[config.mk]
export PLATFORM = sky130hd
export DESIGN_NAME = deadline_timer_us_to_ticks_top
export DESIGN_NICKNAME = d
export VERILOG_FILES = /design/src/hdl/dttk_pkg.sv /design/src/hdl/deadline_timer_us_to_ticks_top.sv /design/src/hdl/dttk_mul.sv /design/src/hdl/dttk_div.sv
export SDC_FILE = /design/constraint.sdc
export NUM_CORES = 2
export LEC_CHECK = 0
export BUFFER_PORTS_ARGS = -buffer_cell sky130_fd_sc_hd__buf_4
export CAP_MARGIN = 20
export CORE_UTILIZATION = 45
export CTS_CLUSTER_DIAMETER = 200
export DETAILED_ROUTE_END_ITERATION = 8
export PLACE_DENSITY_LB_ADDON = 0.08
export SLEW_MARGIN = 25
export SYNTH_ARGS = -nofsm -noshare
export SYNTH_HDL_FRONTEND = slang
export SYNTH_SLANG_ARGS = --single-unit
[constraint.sdc]
create_clock -name clk_i -period 16.9 [get_ports clk_i]
set_input_delay 3.38 -clock clk_i [delete_from_list [all_inputs] [get_ports clk_i]]
set_output_delay 3.38 -clock clk_i [all_outputs]
set_load 0.01 [all_outputs]
[src/hdl/dttk_pkg.sv]
// Package for the deadline timer: shared constants, register indexes and the divider status.
// It has no dependencies. Every module of the block imports it.
package dttk_pkg;

  // Field and register widths.
  localparam int unsigned DataW   = 64;
  localparam int unsigned PeriodW = 27;
  localparam int unsigned CfgIdxW = 2;
  localparam int unsigned ConstW  = 30;
  localparam int unsigned UsW     = 35;
  localparam int unsigned SliceW  = 18;
  localparam int unsigned PpW     = SliceW + ConstW;
  localparam int unsigned CntW    = 6;

  // Femtoseconds per microsecond.
  localparam logic [ConstW-1:0] FS_PER_US = 30'd1000000000;

  // Largest microsecond count whose femtosecond value still fits in 64 bits.
  localparam logic [DataW-1:0] MAX_US = 64'd18446744073;

  // Reset value of the tick period.
  localparam logic [PeriodW-1:0] PERIOD_RESET = 27'd69841279;

  // Half of the counter range for the wide and the narrow counter.
  localparam logic [DataW-1:0] HALF_WIDE   = 64'h7FFF_FFFF_FFFF_FFFF;
  localparam logic [DataW-1:0] HALF_NARROW = 64'h0000_0000_7FFF_FFFF;

  // Configuration register indexes.
  typedef enum logic [CfgIdxW-1:0] {
    CFG_ENABLED    = 2'd0,
    CFG_PERIOD_FS  = 2'd1,
    CFG_IS_WIDE    = 2'd2
  } cfg_idx_e;

  // Input kinds carried in tuser.
  localparam logic OP_START = 1'b0;
  localparam logic OP_CHECK = 1'b1;

  // Status that the divider returns to the sequencer.
  typedef struct packed {
    logic done;
    logic rem_nz;
  } div_status_t;

endpackage

[src/hdl/deadline_timer_us_to_ticks_top.sv]
// Top level of the deadline timer: configuration, sequencer, timer state and output register.
// Depends on dttk_pkg, dttk_mul and dttk_div.
//
//   Channel   Direction  Payload
//   s_axis    in         tuser: opcode; tdata: microseconds, counter_now
//   m_axis    out        tdata: accepted, expired, interval_ticks
//   cfg       in         cfg_idx_i selects enabled, period_fs, counter_is_wide
//
// A start that passes the input checks goes through the shared multiplier, the divider
// (one bit a cycle) with its load, rounding, the range check and the output register
// before ready returns. A rejected start goes straight to the output register, a check
// through the check step first. The output register holds a result until it is taken
// while the next item is accepted; the sequencer waits at its last step while the output is
// still full. Reset is asynchronous and clears the timer state; no clearing pass is needed.
module deadline_timer_us_to_ticks_top (
  input  logic                           clk_i,
  input  logic                           rst_ni,
  // Configuration write port.
  input  logic                           cfg_we_i,
  input  logic [dttk_pkg::CfgIdxW-1:0]   cfg_idx_i,
  input  logic [dttk_pkg::PeriodW-1:0]   cfg_wdata_i,
  // Input stream.
  input  logic                           s_axis_tvalid_i,
  output logic                           s_axis_tready_o,
  input  logic [127:0]                   s_axis_tdata_i,  // [63:0] microseconds,
                                                          // [127:64] counter_now
  input  logic                           s_axis_tuser_i,  // [0] opcode
  // Result stream.
  output logic                           m_axis_tvalid_o,
  input  logic                           m_axis_tready_i,
  output logic [71:0]                    m_axis_tdata_o   // [0] accepted, [1] expired,
                                                          // [65:2] interval_ticks, [71:66] zero
);
  import dttk_pkg::*;

  typedef enum logic [2:0] {
    ST_IDLE,
    ST_MUL,
    ST_DIV,
    ST_LIMIT,
    ST_CHECK,
    ST_DONE
  } state_e;

  // Configuration registers.
  logic               enabled_q;
  logic [PeriodW-1:0] period_q;
  logic               wide_q;

  always_ff @(posedge clk_i or negedge rst_ni) begin
    if (!rst_ni) begin
      enabled_q <= 1'b0;
      period_q  <= PERIOD_RESET;
      wide_q    <= 1'b1;
    end else if (cfg_we_i) begin
      unique case (cfg_idx_i)
        CFG_ENABLED:   enabled_q <= cfg_wdata_i[0];
        CFG_PERIOD_FS: period_q  <= cfg_wdata_i;
        CFG_IS_WIDE:   wide_q    <= cfg_wdata_i[0];
        default: ;
      endcase
    end
  end

  state_e             state_q;
  logic [DataW-1:0]   now_q;
  logic [DataW-1:0]   ticks_q;
  logic [DataW-1:0]   start_cnt_q;
  logic [DataW-1:0]   dur_cnt_q;
  logic               expired_q;
  logic               armed_q;
  logic               res_acc_q;
  logic               res_exp_q;
  logic [DataW-1:0]   res_dur_q;
  logic               out_valid_q;
  logic [71:0]        out_data_q;

  logic               in_accept;
  logic [DataW-1:0]   in_us;
  logic [DataW-1:0]   in_now;
  logic               start_bad;
  logic               mul_start;
  logic               mul_done;
  logic [DataW-1:0]   product;
  div_status_t        div_status;
  logic [DataW-1:0]   quotient;
  logic [DataW-1:0]   half_mask;
  logic [DataW-1:0]   elapsed_raw;
  logic [DataW-1:0]   elapsed;
  logic               out_free;

  assign in_us  = s_axis_tdata_i[63:0];
  assign in_now = wide_q ? s_axis_tdata_i[127:64] : {32'd0, s_axis_tdata_i[95:64]};

  assign s_axis_tready_o = (state_q == ST_IDLE);
  assign in_accept       = s_axis_tvalid_i && s_axis_tready_o;

  // A start is turned away at once when it cannot produce a valid duration.
  assign start_bad = !enabled_q || (in_us == '0) || (in_us > MAX_US) || (period_q == '0);
  assign mul_start = in_accept && (s_axis_tuser_i == OP_START) && !start_bad;

  assign half_mask   = wide_q ? HALF_WIDE : HALF_NARROW;
  assign elapsed_raw = now_q - start_cnt_q;
  assign elapsed     = wide_q ? elapsed_raw : {32'd0, elapsed_raw[31:0]};
  assign out_free    = !out_valid_q || m_axis_tready_i;

  dttk_mul u_mul (
    .clk_i     (clk_i),
    .rst_ni    (rst_ni),
    .start_i   (mul_start),
    .us_i      (in_us[UsW-1:0]),
    .done_o    (mul_done),
    .product_o (product)
  );

  dttk_div u_div (
    .clk_i      (clk_i),
    .rst_ni     (rst_ni),
    .start_i    (mul_done),
    .dividend_i (product),
    .divisor_i  (period_q),
    .status_o   (div_status),
    .quotient_o (quotient)
  );

  // Sequencer, timer state and output register.
  always_ff @(posedge clk_i or negedge rst_ni) begin
    if (!rst_ni) begin
      state_q     <= ST_IDLE;
      start_cnt_q <= '0;
      dur_cnt_q   <= '0;
      expired_q   <= 1'b0;
      armed_q     <= 1'b0;
      out_valid_q <= 1'b0;
    end else begin
      // A new result may replace one that is taken in the same cycle.
      if ((state_q == ST_DONE) && out_free) begin
        out_valid_q <= 1'b1;
      end else if (m_axis_tready_i) begin
        out_valid_q <= 1'b0;
      end
      unique case (state_q)
        ST_IDLE: begin
          if (in_accept) begin
            now_q     <= in_now;
            res_acc_q <= 1'b0;
            res_exp_q <= 1'b0;
            res_dur_q <= '0;
            if (s_axis_tuser_i == OP_CHECK) begin
              state_q <= ST_CHECK;
            end else if (start_bad) begin
              state_q <= ST_DONE;
            end else begin
              state_q <= ST_MUL;
            end
          end
        end
        ST_MUL: begin
          if (mul_done) begin
            state_q <= ST_DIV;
          end
        end
        ST_DIV: begin
          // Round up on a remainder; a zero quotient counts as one tick.
          if (div_status.done) begin
            if ((quotient == '0) && !div_status.rem_nz) begin
              ticks_q <= DataW'(1);
            end else begin
              ticks_q <= quotient + DataW'(div_status.rem_nz);
            end
            state_q <= ST_LIMIT;
          end
        end
        ST_LIMIT: begin
          if (ticks_q <= half_mask) begin
            start_cnt_q <= now_q;
            dur_cnt_q   <= ticks_q;
            expired_q   <= 1'b0;
            armed_q     <= 1'b1;
            res_acc_q   <= 1'b1;
            res_dur_q   <= ticks_q;
          end
          state_q <= ST_DONE;
        end
        ST_CHECK: begin
          if (!enabled_q || !armed_q || expired_q) begin
            res_exp_q <= 1'b1;
          end else if (elapsed >= dur_cnt_q) begin
            expired_q <= 1'b1;
            res_exp_q <= 1'b1;
          end
          state_q <= ST_DONE;
        end
        ST_DONE: begin
          if (out_free) begin
            out_data_q  <= {6'd0, res_dur_q, res_exp_q, res_acc_q};
            state_q     <= ST_IDLE;
          end
        end
        default: state_q <= ST_IDLE;
      endcase
    end
  end

  assign m_axis_tvalid_o = out_valid_q;
  assign m_axis_tdata_o  = out_data_q;

`ifndef SYNTHESIS
  // A result never reports an accepted start and an expiry together.
  a_acc_exp_excl: assert property (@(posedge clk_i) disable iff (!rst_ni)
    m_axis_tvalid_o |-> !(m_axis_tdata_o[0] && m_axis_tdata_o[1]))
    else $error("accepted and expired both set");

  // An accepted start carries a nonzero duration below half of the wide counter range.
  a_acc_dur: assert property (@(posedge clk_i) disable iff (!rst_ni)
    (m_axis_tvalid_o && m_axis_tdata_o[0]) |->
      (m_axis_tdata_o[65:2] != 64'd0) && !m_axis_tdata_o[65])
    else $error("accepted start with bad duration");

  // Rejected starts and checks carry a zero duration.
  a_nacc_dur: assert property (@(posedge clk_i) disable iff (!rst_ni)
    (m_axis_tvalid_o && !m_axis_tdata_o[0]) |-> (m_axis_tdata_o[65:2] == 64'd0))
    else $error("nonzero duration without an accepted start");

  // Once a deadline is armed it stays armed until reset.
  a_armed_sticky: assert property (@(posedge clk_i) disable iff (!rst_ni)
    !$fell(armed_q))
    else $error("armed flag cleared");
`endif

endmodule

[src/hdl/dttk_mul.sv]
// Scales a microsecond count to femtoseconds in low, high and sum phases.
// It uses one 18 by 30 bit multiplier twice. Depends on dttk_pkg.
module dttk_mul (
  input  logic                        clk_i,
  input  logic                        rst_ni,
  input  logic                        start_i,
  input  logic [dttk_pkg::UsW-1:0]    us_i,
  output logic                        done_o,
  output logic [dttk_pkg::DataW-1:0]  product_o
);
  import dttk_pkg::*;

  typedef enum logic [1:0] {
    PH_IDLE,
    PH_LO,
    PH_HI,
    PH_SUM
  } phase_e;

  phase_e             phase_q;
  logic               done_q;
  logic [UsW-1:0]     us_q;
  logic [PpW-1:0]     pp_q;
  logic [DataW-1:0]   acc_q;
  logic [SliceW-1:0]  mul_a;
  logic [PpW-1:0]     pp_d;
  logic [DataW-1:0]   pp_shift;

  // The low slice goes through first, then the high slice.
  assign mul_a = (phase_q == PH_LO) ? us_q[SliceW-1:0]
                                    : {1'b0, us_q[UsW-1:SliceW]};
  assign pp_d = PpW'(mul_a) * PpW'(FS_PER_US);
  assign pp_shift = DataW'({pp_q, SliceW'(0)});

  // Phase sequencer and accumulator.
  always_ff @(posedge clk_i or negedge rst_ni) begin
    if (!rst_ni) begin
      phase_q <= PH_IDLE;
      done_q  <= 1'b0;
    end else begin
      done_q <= (phase_q == PH_SUM);
      unique case (phase_q)
        PH_IDLE: begin
          if (start_i) begin
            us_q    <= us_i;
            phase_q <= PH_LO;
          end
        end
        PH_LO: begin
          pp_q    <= pp_d;
          phase_q <= PH_HI;
        end
        PH_HI: begin
          acc_q   <= DataW'(pp_q);
          pp_q    <= pp_d;
          phase_q <= PH_SUM;
        end
        PH_SUM: begin
          acc_q   <= acc_q + pp_shift;
          phase_q <= PH_IDLE;
        end
        default: phase_q <= PH_IDLE;
      endcase
    end
  end

  assign done_o    = done_q;
  assign product_o = acc_q;

endmodule

[src/hdl/dttk_div.sv]
// Restoring divider: a 64-bit dividend over a 27-bit divisor, one quotient bit a cycle.
// It reports whether a remainder is left for rounding up. Depends on dttk_pkg.
module dttk_div (
  input  logic                          clk_i,
  input  logic                          rst_ni,
  input  logic                          start_i,
  input  logic [dttk_pkg::DataW-1:0]    dividend_i,
  input  logic [dttk_pkg::PeriodW-1:0]  divisor_i,
  output dttk_pkg::div_status_t         status_o,
  output logic [dttk_pkg::DataW-1:0]    quotient_o
);
  import dttk_pkg::*;

  logic               busy_q;
  logic               done_q;
  logic [CntW-1:0]    cnt_q;
  logic [DataW-1:0]   work_q;
  logic [PeriodW-1:0] rem_q;
  logic [PeriodW-1:0] dsr_q;
  logic [PeriodW:0]   trial;
  logic [PeriodW:0]   diff;
  logic               fits;

  // One shift and trial subtraction per cycle.
  assign trial = {rem_q, work_q[DataW-1]};
  assign diff  = trial - {1'b0, dsr_q};
  assign fits  = (trial >= {1'b0, dsr_q});

  always_ff @(posedge clk_i or negedge rst_ni) begin
    if (!rst_ni) begin
      busy_q <= 1'b0;
      done_q <= 1'b0;
      cnt_q  <= '0;
    end else begin
      // The last quotient bit lands at the same edge that raises done.
      done_q <= busy_q && (cnt_q == CntW'(DataW - 1));
      if (start_i && !busy_q) begin
        busy_q <= 1'b1;
        cnt_q  <= '0;
        work_q <= dividend_i;
        rem_q  <= '0;
        dsr_q  <= divisor_i;
      end else if (busy_q) begin
        // The quotient bits replace the dividend bits from the right.
        work_q <= {work_q[DataW-2:0], fits};
        rem_q  <= fits ? diff[PeriodW-1:0] : trial[PeriodW-1:0];
        cnt_q  <= cnt_q + 1'b1;
        if (cnt_q == CntW'(DataW - 1)) begin
          busy_q <= 1'b0;
        end
      end
    end
  end

  assign status_o.done   = done_q;
  assign status_o.rem_nz = (rem_q != '0);
  assign quotient_o      = work_q;

endmodule
# Word-level counts from Yosys, hierarchy flattened
# Index checks and enable logic that the tools add are counted.
[classes] add_sub_neg=5 mul=1 order_cmp=4 eq_ne=20 n_mux=36 bitwise=1 reduce_logical=50
[op_table] operator="2-to-1 mux 64 bit" count=5
[op_table] operator="one-hot mux 64 bit (2 select lines)" count=2
[op_table] operator="logical NOT 64 bit" count=2
[op_table] operator="adder 64 x 1 -> 64 bit" count=1
[op_table] operator="adder 64 bit" count=1
[op_table] operator=">= comparator 64 bit" count=1
[op_table] operator="> comparator 64 x 35 -> 1 bit (second input constant)" count=1
[op_table] operator="less-or-equal comparator 64 x 63 -> 1 bit" count=1
[op_table] operator="subtractor 64 bit" count=1
[op_table] operator="2-to-1 mux 63 bit" count=1
[op_table] operator="2-to-1 mux 27 bit" count=2
[op_table] operator="multiplier 18 x 21 -> 39 bit (second input constant)" count=1
[op_table] operator=">= comparator 28 x 27 -> 1 bit" count=1
[op_table] operator="logical NOT 27 bit" count=1
[op_table] operator="nonzero test 27 bit" count=1
[op_table] operator="subtractor 27 bit" count=1
[op_table] operator="2-to-1 mux 18 bit" count=1
[op_table] operator="2-to-1 mux 3 bit" count=6
[op_table] operator="AND reduction 2 bit" count=8
[op_table] operator="AND reduction 4 bit" count=4
[op_table] operator="one-hot mux 3 bit (5 select lines)" count=1
[op_table] operator="2-to-1 mux 6 bit" count=2
[op_table] operator="AND reduction 3 bit" count=4
[op_table] operator="nonzero test 2 bit" count=6
[op_table] operator="21 further kinds" count=62
[word_totals] regBits=690 input_bits=163 out_inout_bits=74 word_cells=144

# Logic depth before layout (Yosys ltp)
[logic_depth] ltp_word=8 ltp_mapped=28 mapped_depth_nobuf=26

# By module
# A second synthesis with hierarchy kept.
[unflattened] hier_cells=3975 area_unflattened_um2=43574.3
[modules_own_cells] module="deadline_timer_us_to_ticks_top" n_inst=1 cells_per_inst=1967 area_each_um2=22683.0 seq_area_each_um2=11906.4
[modules_own_cells] module="dttk_mul" n_inst=1 cells_per_inst=1332 area_each_um2=14149.8 seq_area_each_um2=3948.8
[modules_own_cells] module="dttk_div" n_inst=1 cells_per_inst=676 area_each_um2=6741.5 seq_area_each_um2=3743.6

# Least setup slack after synthesis
# No wires, ideal clock.
[synth_timing] kind="reg-to-reg" start="register wide_q" end="register res_acc_q, enable pin" setup_time_ns=0.505 arrival_time_ns=6.880 required_ns=16.395 setup_slack_ns=9.515 stages_incl_launch_ff=16 path_buffers=3 synth_period_minus_slack_ns=7.385 path_cell_list="dfstp_2 > inv_1 > clkbuf_1 > ha_1 > a21o_1 > a21o_1 > a21o_1 > a21o_1 > a21o_1 > a21o_1 > a221o_1 > nand2_1 > a21oi_1 > clkbuf_1 > buf_1 > a21boi_1"
[synth_via] elab_chain_cells=4
[synth_lines] element="start, declared" line_no="deadline_timer_us_to_ticks_top.sv:48" text="logic wide_q;"
[synth_lines] element="start signal, assigned" line_no="deadline_timer_us_to_ticks_top.sv:59" text="CFG_IS_WIDE: wide_q <= cfg_wdata_i[0];"
[synth_lines] element="2-to-1 mux 63 bit" line_no="deadline_timer_us_to_ticks_top.sv:102" text="assign half_mask = wide_q ? HALF_WIDE : HALF_NARROW;"
[synth_lines] element="less-or-equal comparator 64 x 63 -> 1 bit" line_no="deadline_timer_us_to_ticks_top.sv:175" text="if (ticks_q <= half_mask) begin"
[synth_lines] element="inequality test 2 bit (no line)"
[synth_lines] element="AND reduction 4 bit (no line)"
[synth_lines] element="end signal, assigned" line_no="deadline_timer_us_to_ticks_top.sv:146" text="res_acc_q <= 1'b0;"
[synth_lines] element="end signal, assigned" line_no="deadline_timer_us_to_ticks_top.sv:180" text="res_acc_q <= 1'b1;"
[synth_lines] element="end, declared" line_no="deadline_timer_us_to_ticks_top.sv:72" text="logic res_acc_q;"
# No other way between the ends.
# A chain may end at the register's enable or synchronous reset.

# Worst setup path after layout
[layout_timing] start="register u_mul.phase_q[1]" end="register u_mul.pp_q[46] (data pin)"
[layout_via] elab_chain_cells=3
[layout_lines] element="start, declared" line_no="dttk_mul.sv:20" text="phase_e phase_q;"
[layout_lines] element="start signal, assigned" line_no="dttk_mul.sv:38" text="phase_q <= PH_IDLE;"
[layout_lines] element="start signal, assigned" line_no="dttk_mul.sv:46" text="phase_q <= PH_LO;"
[layout_lines] element="start signal, assigned" line_no="dttk_mul.sv:51" text="phase_q <= PH_HI;"
[layout_lines] element="== test 2 x 1 -> 1 bit" line_no="dttk_mul.sv:30" text="assign mul_a = (phase_q == PH_LO) ? us_q[SliceW-1:0]"
[layout_lines] element="2-to-1 mux 18 bit" line_no="dttk_mul.sv:30"
[layout_lines] element="multiplier 18 x 21 -> 39 bit" line_no="dttk_mul.sv:32" text="assign pp_d = PpW'(mul_a) * PpW'(FS_PER_US);"
[layout_lines] element="named net u_mul.pp_d[46]" line_no="dttk_mul.sv:26" text="logic [PpW-1:0] pp_d;"
[layout_lines] element="end signal, assigned" line_no="dttk_mul.sv:50" text="pp_q <= pp_d;"
[layout_lines] element="end signal, assigned" line_no="dttk_mul.sv:55" text="pp_q <= pp_d;"
[layout_lines] element="end, declared" line_no="dttk_mul.sv:23" text="logic [PpW-1:0] pp_q;"
# The timed path passes the listed nets, and every way through them passes these cells.

==> results <==
- The switching power as a share of total power is 0.285.
- The worst reg2reg path startpoint is u_mul.phase_q[1]$_DFFE_PN0P_.
- The nature of the critical path startpoint is a flop.
- The die covers 0.0975 mm2.
- The via count of the first global-routing pass was 29500.
- In this run the most critical hold path is launched from res_dur_q[54]$_SDFFCE_PN0P_.
- The number of buffers added for setup after CTS is 0.
- For this run, the register share of the synthesized area comes to 0.452.
- The detailed router finished its first iteration with 1404 violations.
- The number of design rule violations left after detail routing is 0.
- The synthesized area divided by synthesized cell count is 11.1 um2.
- The share of total power dissipated in sequential elements is 0.423.
- Counting instances in the post-synthesis netlist gives the leading cell types as edfxtp_1 (507), inv_1 (471), ha_1 (385), nand2_1 (328), a21oi_1 (193).
- The H-tree depth is 3.
- The headroom to the max-slew limit is 0.298.
- The clock drives 681 sinks.
- Post-CTS repair changed the size of 0 cells.
- After clock tree synthesis, the clock-pin slew on the worst setup and hold paths is 0.06 ns.
- The final critical path time including I/O delays and setup is 7.56 ns.
- The count of maximum capacitance violations is 0.
- The data arrival time of the critical path is 7.94 ns.
- The Yosys step of the flow raised 0 warnings.
- The most used flip-flop cell after synthesis is edfxtp_1.
- The via-per-instance ratio is 5.27.
- The run finished with clean final reports.
- The die is 312 um wide.
- After the flow finishes, the layout carries non-filler instances totaling 5461.
- Counting the fill cells in the layout gives 8634.
- The timing startpoint of the critical path is u_mul.phase_q[1]$_DFFE_PN0P_.
- The number of pins exceeding their max-slew limit in the final report is 0.
- The insertion delay of the later-clocked pin in the worst-skew pair is 0.64 ns.
- The first global-routing pass estimated 165000 um of wire.
- The tree is rooted in a clkbuf_16.
- After synthesis the cells add up to 0.0433 mm2.
- The slew at the pin closest to its max-slew limit is 1.05 ns.
- Internal power comes to 3540 uW.
- Setup repair after global routing left no endpoint under its margin.
- In the final layout, the share of cells above drive strength 1 is 0.125.
- The global router's overall resource usage is 0.215.
- The TritonCTS clock tree is done.
- The detailed router placed 28800 vias in this run.
- The power per unit of standard cell area is 100 mW/mm2.
- In this run the worst path has a maximum fanout of 29.
- Of the available clock period, the critical path in the final layout requires 0.447.
- The placer congestion estimate is 0.910.
- In this run, post-CTS hold repair placed 0 buffers.
- The worst setup skew after layout is 0.0315 ns.
- For this run the aggregate overflow at the end of global routing stands at 0.
- Clock tree synthesis inserted a total of 79 buffers.
- The core region is 0.0952 mm2.
- The post-layout total power is 4940 uW.
- The share of the synthesized area in the top cell type is 0.351.
- The count of nets left with antenna violations once routing finished came out at 0.
- Dividing the detail-routed wire length by the instance count gives 19.0 um.
- The synthesized netlist contains 81 unique library cells.
- The final HPWL from detailed placement is 80100 um.
- The setup violation total in the final timing report is 0.
- Summed over all failing endpoints, the final setup total negative slack is 0 ns.
- The synthesized design contains 507 enable-type register cells.
- The critical setup path kind is flop to flop.
- The fraction of registers with async set/reset is 0.256.
- The net count reported at finish is 4833.
- The most used standard cell by instance count after synthesis is edfxtp_1.
- Across all register-to-register paths, the minimum setup slack is 9.34 ns.
- The number of port buffers is 230.
- The floorplan step set the die height to 312 um.
- In the post-synthesis netlist, the biggest area contributors are edfxtp_1 (35%), ha_1 (11%), dfrtp_1 (9.1%), fa_1 (7.0%), inv_1 (4.1%).
- The detailed-router iteration count before antenna repair is 5.
- Counting every instance in the synthesized netlist gives 3915.
- The initialized floorplan defines 113 standard-cell rows.
- The buffer depth of the longest clock path is 3.
- The total of flip-flops plus latches after synthesis is 681.
- In the final layout, the multi-input gates occupy 0.0216 mm2.
- The number of antenna violations at the first check in global routing was 0.
- Across the VDD grid, the largest voltage drop is 70.7 uV.
- For this configuration, the core starts out at a cell density of 0.455.
- Summed over all layers, the routed wires come to 104000 um.
- Relative to the synthesized area, the layout overhead comes to 13.6%.
- The share of total power dissipated in the clock network is 0.367.
- The net switching power figure is 1410 uW.
- Setup slack on the critical path of the routed design comes to 9.34 ns.
- The analysis attributes to cell leakage a power of 0.0214 uW.
- The tightest hold margin is 0.407 ns.
- The number of placed instances with taps included is 5317.
- The storage element area is 0.0196 mm2.
- The maximum number of pins on one net before global-route repair is 132.
- The number of antenna cells inserted is 0.
- The share of total power dissipated in combinational logic is 0.210.
- The maximum clock rate is 132 MHz.
- The cell taking the most area after synthesis is edfxtp_1.
- The worst slack at placement is 9.29 ns.
- The hold violation total from the final report is 0.
- The nature of the critical path endpoint is a flop.
- The tightest min-delay check is of the flop to flop type.
- The required time at the endpoint of the critical path is 17.29 ns.
- For this design the top-level I/O count stands at 237.
## cells in the final DEF, fill, tap and decap left out, types with 10 or more instances in the layout
master | netlist | routed
nor3b_1 | 21 | 21
o31ai_1 | 12 | 12
and2_1 | 71 | 71
o21ai_0 | 103 | 102
edfxtp_1 | 507 | 507
mux2i_1 | 16 | 16
and3_1 | 103 | 102
o21bai_1 | 33 | 33
a211oi_1 | 13 | 13
nor3_1 | 38 | 38
buf_4 | 6 | 251
clkbuf_1 | 90 | 13
clkinv_2 | 0 | 12
clkbuf_16 | 0 | 82
o21ai_1 | 17 | 18
and4_1 | 13 | 13
nand4_1 | 75 | 75
nand2b_1 | 32 | 31
xor2_1 | 70 | 70
a221oi_1 | 10 | 10
nor2b_1 | 42 | 40
mux2_1 | 87 | 87
xnor2_1 | 137 | 137
o21a_1 | 18 | 18
nand3_1 | 59 | 59
a31oi_1 | 28 | 28
nand2_1 | 328 | 328
ha_1 | 385 | 384
fa_1 | 152 | 152
mux2_2 | 101 | 101
a21oi_1 | 193 | 192
bufinv_16 | 0 | 12
nor4_1 | 50 | 49
inv_1 | 471 | 470
nor2_1 | 162 | 158
dfrtp_1 | 158 | 156
o211ai_1 | 10 | 10
a21o_1 | 142 | 142
dfstp_2 | 16 | 16
## layer usage
layer  wire (um)  vias up  GRT usage
met5           0        -          0
met4        2900        0     0.0638
met3        3260      158     0.0269
met2       49800      510      0.363
met1       47700    13800      0.287
li1            -    14300          -
## flip-flops by register name, indices dropped and copies added (netlist names), 35 cells and up
register and count:
now_q 64, m_axis_tdata_o 66, dur_cnt_q 64, u_mul.us_q 35, u_div.quotient_o 64, u_mul.product_o 55, start_cnt_q 64, u_mul.pp_q 39
ticks_q 64, res_dur_q 64
## layout make-up
| class | count | share of cell area |
|---|---|---|
| well taps | 1265 | 0.0322 |
| flip-flops and latches | 681 | 0.398 |
| clock buffers | 100 | 0.0441 |
| repair buffers | 253 | 0.0390 |
| multi-input cells | 2647 | 0.438 |
| clock inverters | 44 | 0.0122 |
| inverters | 471 | 0.0359 |
## logic make-up after synthesis
family / count (synthesis) / share of synthesized area
AND/OR/NAND/NOR: 1031 / 0.120
AO/OA/AOI/OAI: 662 / 0.0995
adder cells (fa/ha/maj): 537 / 0.181
buffers and inverters: 592 / 0.0522
other: 1 / 0.0000865
XOR/XNOR: 207 / 0.0418
multiplexers: 204 / 0.0525
flip-flops: 681 / 0.452
## critical path, cell delays in order (launching register included)
cell,delay (ns)
dfrtp_1,0.42
inv_1,0.11
ha_1,0.15
buf_4,0.33
mux2i_1,0.53
inv_1,0.20
ha_1,0.41
inv_1,0.07
fa_1,0.47
fa_1,0.55
fa_1,0.45
fa_1,0.54
inv_1,0.05
fa_1,0.48
ha_1,0.36
and4_1,0.25
a221o_1,0.38
and3_1,0.19
a31oi_1,0.23
a31oi_1,0.20
a221o_1,0.40
a211oi_1,0.24
o21bai_1,0.12
xor2_1,0.14
## through the flow
step	instance area, um2	utilization
after floorplan	43400	-
after global placement	46400	0.488
after detailed placement	46400	0.488
after CTS	49200	0.517
after global routing	49200	0.517
final	49200	0.517
## path summary, 6_finish.rpt
kind                                                     end  cells after the start
min in group asynchronous        m_axis_tvalid_o$_DFFE_PN0P_                      1
worst max register to register      u_mul.pp_q[46]$_DFFE_PP_                     23
worst min register to register  m_axis_tdata_o[56]$_DFFE_PP_                      0
worst min-delay path            m_axis_tdata_o[56]$_DFFE_PP_                      0
max in group asynchronous        start_cnt_q[57]$_DFFE_PN0P_                      3
worst max-delay path                u_mul.pp_q[46]$_DFFE_PP_                     23
## power groups by stage
stage               clock network [uW]  logic (uW)  registers, uW
floorplan                            0         754           2090
global placement                     0        1040           2120
finish                            1820        1040           2090
CTS                               1860        1050           2090
global route                      1930        1170           2110
detailed placement                   0        1040           2120
(Power assumes the default switching activity.)
